$ cat config.mk
export PLATFORM = sky130hd
export DESIGN_NAME = sdds_interp
export DESIGN_NICKNAME = d
export VERILOG_FILES = /design/src/rtl/sdds_pkg.sv /design/src/rtl/sdds_interp.sv
export SDC_FILE = /design/constraint.sdc
export NUM_CORES = 1
export LEC_CHECK = 0
export BUFFER_PORTS_ARGS = -buffer_cell sky130_fd_sc_hd__clkbuf_2
export CORE_ASPECT_RATIO = 0.8
export CORE_UTILIZATION = 25
export CTS_BUF_LIST = sky130_fd_sc_hd__clkbuf_4 sky130_fd_sc_hd__clkbuf_8
export DETAILED_ROUTE_END_ITERATION = 8
export PLACE_DENSITY = 0.51
export REMOVE_ABC_BUFFERS = 1
export SYNTH_ARGS = -nofsm -noshare
export SYNTH_HDL_FRONTEND = slang
export SYNTH_SLANG_ARGS = --single-unit
$ cat constraint.sdc
create_clock -name clk -period 12.15 [get_ports clk]
set_clock_uncertainty 0.2 [all_clocks]
set_input_delay 2.43 -clock clk [delete_from_list [all_inputs] [get_ports clk]]
set_output_delay 2.43 -clock clk [all_outputs]
set_load 0.005 [all_outputs]
$ cat src/rtl/sdds_pkg.sv
// ---------------------------------------------------------------------------
// sdds_pkg
// Shared types and constants for the stereo sine synthesizer.
// ---------------------------------------------------------------------------
package sdds_pkg;

    localparam int TABLE_DEPTH = 2048;
    localparam int FRAC_BITS   = 16;
    localparam int INDEX_W     = $clog2(TABLE_DEPTH);
    localparam int PHASE_W     = INDEX_W + FRAC_BITS;
    localparam int SAMPLE_W    = 24;
    localparam int BANK_DEPTH  = TABLE_DEPTH / 2;
    localparam int BANK_AW     = INDEX_W - 1;
    localparam int DIFF_W      = SAMPLE_W + 1;
    localparam int PROD_W      = DIFF_W + FRAC_BITS + 1;
    localparam int CFG_IDX_W   = 2;

    // register indexes
    localparam logic [CFG_IDX_W-1:0] REG_LEFT_INC  = 2'd0;
    localparam logic [CFG_IDX_W-1:0] REG_RIGHT_INC = 2'd1;

    // command codes
    localparam logic CMD_WRITE = 1'b0;
    localparam logic CMD_TICK  = 1'b1;

    typedef struct packed {
        logic                       cmd;
        logic [INDEX_W-1:0]         table_index;
        logic signed [SAMPLE_W-1:0] table_value;
    } in_item_t;

    typedef struct packed {
        logic signed [SAMPLE_W-1:0] left_sample;
        logic signed [SAMPLE_W-1:0] right_sample;
    } out_item_t;

    // per-channel info riding along with a table read
    typedef struct packed {
        logic                 lo_odd;
        logic [FRAC_BITS-1:0] frac;
    } tap_sel_t;

endpackage

$ cat src/rtl/sdds_interp.sv
// ---------------------------------------------------------------------------
// sdds_interp
// One channel: picks the two neighbor entries out of the even/odd banks,
// registers the slope product, then adds the truncated step.
// ---------------------------------------------------------------------------
module sdds_interp (
    input  logic                                clk,
    input  logic                                adv,
    input  sdds_pkg::tap_sel_t                  sel,
    input  logic [sdds_pkg::SAMPLE_W-1:0]       even_data,
    input  logic [sdds_pkg::SAMPLE_W-1:0]       odd_data,
    output logic signed [sdds_pkg::SAMPLE_W-1:0] sample
);

    import sdds_pkg::*;

    localparam logic signed [PROD_W-1:0] TRUNC_BIAS = PROD_W'((64'd1 << FRAC_BITS) - 64'd1);

    logic signed [SAMPLE_W-1:0]  v1;
    logic signed [SAMPLE_W-1:0]  v2;
    logic signed [DIFF_W-1:0]    diff;
    logic signed [FRAC_BITS:0]   frac_s;
    logic signed [PROD_W-1:0]    prod;
    logic signed [PROD_W-1:0]    prod_reg;
    logic signed [SAMPLE_W-1:0]  v1_reg;
    logic signed [PROD_W-1:0]    adj;

    always_comb
    begin
        v1     = sel.lo_odd ? odd_data : even_data;
        v2     = sel.lo_odd ? even_data : odd_data;
        diff   = $signed({v2[SAMPLE_W-1], v2}) - $signed({v1[SAMPLE_W-1], v1});
        frac_s = $signed({1'b0, sel.frac});
        prod   = PROD_W'(diff) * PROD_W'(frac_s);
    end

    always_ff @(posedge clk)
    begin
        if (adv)
        begin
            prod_reg <= prod;
            v1_reg   <= v1;
        end
    end

    // arithmetic shift rounds toward minus infinity; bias negatives to truncate toward zero
    always_comb
    begin
        adj    = prod_reg + (prod_reg[PROD_W-1] ? TRUNC_BIAS : '0);
        sample = v1_reg + adj[FRAC_BITS +: SAMPLE_W];
    end

endmodule

==> results.tsv <==
stage	metric	value	unit
logic_synthesis	main flop type after synthesis	edfxtp_1	
final_layout	fin cells	3486	
final_layout	P&R area growth vs syn	9.43	%
clock_tree	Max Root-Sink Buffers	2	
logic_synthesis	Seq/Total Area, Yosys	9.28	%
route	final antenna-violating net count	0	
clock_tree	hold-fix buffers at CTS	0	
timing	final slew viol count	0	
floorplanning	Rows	94	
clock_tree	CTS tree	built	
clock_tree	clk slew on worst S/H paths	80	ps
timing	Final Hold Viols	0	
global_route	grt total ovfl	0	
logic_synthesis	number of synthesized flops with an enable pin	65	
timing	setup tns final	0	ps
hold_path	worst min path class	in2reg	
logic_synthesis	post-synth cell types	69	
logic_synthesis	Synth area leaders	fa_1 37%, ha_1 9.8%, edfxtp_1 9.3%	
route	drt pass-1 iters	5	
floorplanning	Die W	326	µm
setup_path	worst-path maximum fanout	45	
setup_path	Crit path top cell by count	fa_1	
floorplanning	Core Box Area	0.0828	mm²
setup_path	WP data required	12070	ps
route	1st-iter DRT viols	1283	
timing	fmax	85.8	MHz
final_layout	share of post-route cells with drive strength above 1	7.98	%
timing	Final setup violation count	0	
setup_path	Crit path largest cell delay	630	ps
setup_path	crit path launch	sel[16]	
global_route	pin count of the biggest net entering global routing	66	
global_route	global-route wire length before repair	97.1	mm
clock_tree	root buffer cell	clkbuf_8	
final_layout	max reg flops	41	
setup_path	critical path startpoint category	input pin	
global_route	GRT Overall Usage	14.7	%
floorplanning	DIE AREA	0.0853	mm²
placement	dpl hpwl	49.8	mm
outcome	status	complete, no violations	
route	vias per cell	4.56	
route	via count	15900	
logic_synthesis	Async SR Flop Fraction	0	%
global_route	number of global-route vias before repair	16000	
placement	dpl cells	3470	
hold_path	Min-Delay Path Depth	3	
floorplanning	Starting Density	25.4	%
floorplanning	Die Y	261	µm
timing	post-layout min period	11650	ps
final_layout	# diodes	0	
logic_synthesis	flops & latches, synth	65	
timing	Tightest Pin Transition	971	ps
logic_synthesis	yosys warns	0	
logic_synthesis	Mapped Cells	2342	
logic_synthesis	Post-Syn Area per Cell	8.98	µm²
flow_run	max-cap violation count	0	
setup_path	critical-path cell with the highest stage delay	fa_1	
placement	routability cong.	0.844	
final_layout	Final #Nets	3001	
timing	Final period util	95.9	%
route	# DRC	0	
timing	unrepaired setup endpoints after global routing	no	
setup_path	Setup Crit Path Kind	in2reg	
floorplanning	Ports	91	
setup_path	crit end category	flip-flop	
route	WL/cell	17.9	µm
clock_tree	# clock sinks	65	
logic_synthesis	Yosys top cell by area	fa_1	
hold_path	WHS Endpoint	v1_reg[11]$_DFFE_PP_	
clock_tree	PostCTS Resize Cnt	0	
timing	Slew headroom	34.8	%
logic_synthesis	Post-Syn Area	0.0210	mm²
clock_tree	post-CTS setup buffer count	0	
clock_tree	H-tree levels	3	
route	drt total wl	62.4	mm
setup_path	WP data arrival	11570	ps
global_route	antenna violations before repair	7	
placement	number of port buffers	90	
hold_path	hold_sp	even_data[11]	
logic_synthesis	area share of the largest cell type after synthesis	37.4	%
clock_tree	TritonCTS Buffers	9	
-- worst max-delay path, delay by kind of cell --
family	cells	cell delay, ps
xor gates and xnor gates	1	100
adders and majority gates	8	3820
muxes	1	370
and+or+nand+nor	2	290
buffers and inverters	7	1340
AOI/OAI and AO/OA	12	3170
-- per-stage QoR --
step	hold slack, ps	cell area (µm²)	util, %	setup WS (ps)
floorplan	2340	20600	-	1350
global placement	2570	22800	27.5	247
detailed placement	2570	22800	27.5	149
CTS	2170	23000	27.8	548
global route	2180	23000	27.8	79.3
finish	2190	23000	27.8	500
-- cell usage after synthesis (10+ instances only) --
| library cell | n |
|---|---|
| a21o_1 | 42 |
| a211oi_1 | 16 |
| xnor2_1 | 62 |
| nand2b_1 | 20 |
| o21a_1 | 17 |
| and2_1 | 109 |
| xor2_1 | 31 |
| o211ai_1 | 15 |
| and4_1 | 12 |
| a21oi_1 | 72 |
| nand3_1 | 45 |
| and3_1 | 30 |
| fa_1 | 393 |
| nand2_1 | 239 |
| ha_1 | 164 |
| o311ai_0 | 10 |
| o2111ai_1 | 12 |
| nand4_1 | 15 |
| edfxtp_1 | 65 |
| o21ai_0 | 54 |
| mux2i_1 | 28 |
| mux2_2 | 23 |
| nor2b_1 | 50 |
| clkbuf_1 | 101 |
| nor2_1 | 66 |
| a31oi_1 | 21 |
| inv_1 | 506 |
-- cell type report --
type | instances | area (µm²)
Clock buffer | 9 | 124
Clock inverter | 7 | 95.1
Fill cell | 8947 | 59800
Inverter | 506 | 1900
Multi-Input combinational cell | 1658 | 16700
Sequential cell | 65 | 1950
Tap cell | 1104 | 1380
Timing Repair Buffer | 137 | 818
-- per-layer routing --
metal,vias to the layer above,part of all wire (%),GRT usage [%]
met5,-,0.12,0
met4,14,0.99,2.15
met3,62,6.9,2.78
met2,478,40,20.9
met1,7838,52,23.0
li1,7497,-,-
-- kinds of logic (layout without fill, tap and decap cells) --
logic type | count (synthesis) | count (layout) | share of synthesized area [%]
flops | 65 | 65 | 9.28
simple gates | 621 | 621 | 14.8
buf+inv | 619 | 659 | 11.1
compound gates | 336 | 336 | 11.2
fa+ha+maj | 557 | 557 | 47.2
xor+xnor | 93 | 93 | 3.87
mux | 51 | 51 | 2.56
-- cells in the final DEF (no fill, tap or decap), drive strengths merged, types with 4 or more instances in the layout --
cell type / netlist / final
clkbuf: 101 / 98
nand2b: 20 / 20
and4: 12 / 12
ha: 164 / 164
inv: 506 / 506
edfxtp: 65 / 65
and2: 109 / 109
a211o: 4 / 4
a211oi: 16 / 16
nand4: 15 / 15
o2111ai: 12 / 12
nor3: 9 / 9
xor2: 31 / 31
nor2: 66 / 66
buf: 12 / 48
o21bai: 8 / 8
nor2b: 50 / 50
or3: 9 / 9
mux2: 23 / 23
o31a: 4 / 4
mux2i: 28 / 28
or2: 5 / 5
a2111oi: 4 / 4
a21o: 42 / 42
nand2: 239 / 239
o21ai: 56 / 56
o211a: 7 / 7
o211ai: 16 / 16
o311ai: 11 / 11
nand3: 45 / 45
a21boi: 5 / 5
o2111a: 8 / 8
fa: 393 / 393
and3: 31 / 31
a31oi: 21 / 21
o21a: 17 / 17
xnor2: 62 / 62
o31ai: 7 / 7
a21oi: 73 / 73
-- worst max-delay path by stage --
stage               slack (ps)  cells after the start                endpoint
global route                80                     32  prod_reg[39]$_DFFE_PP_
CTS                        550                     31  prod_reg[41]$_DFFE_PP_
floorplan                 1350                     30  prod_reg[41]$_DFFE_PP_
finish                     500                     31  prod_reg[41]$_DFFE_PP_
detailed placement         150                     31  prod_reg[41]$_DFFE_PP_
global placement           250                     31  prod_reg[39]$_DFFE_PP_
Power is left out: the tool's default activity adds up to more than one toggle a clock period on the data nets, which glitch-free logic cannot reach.
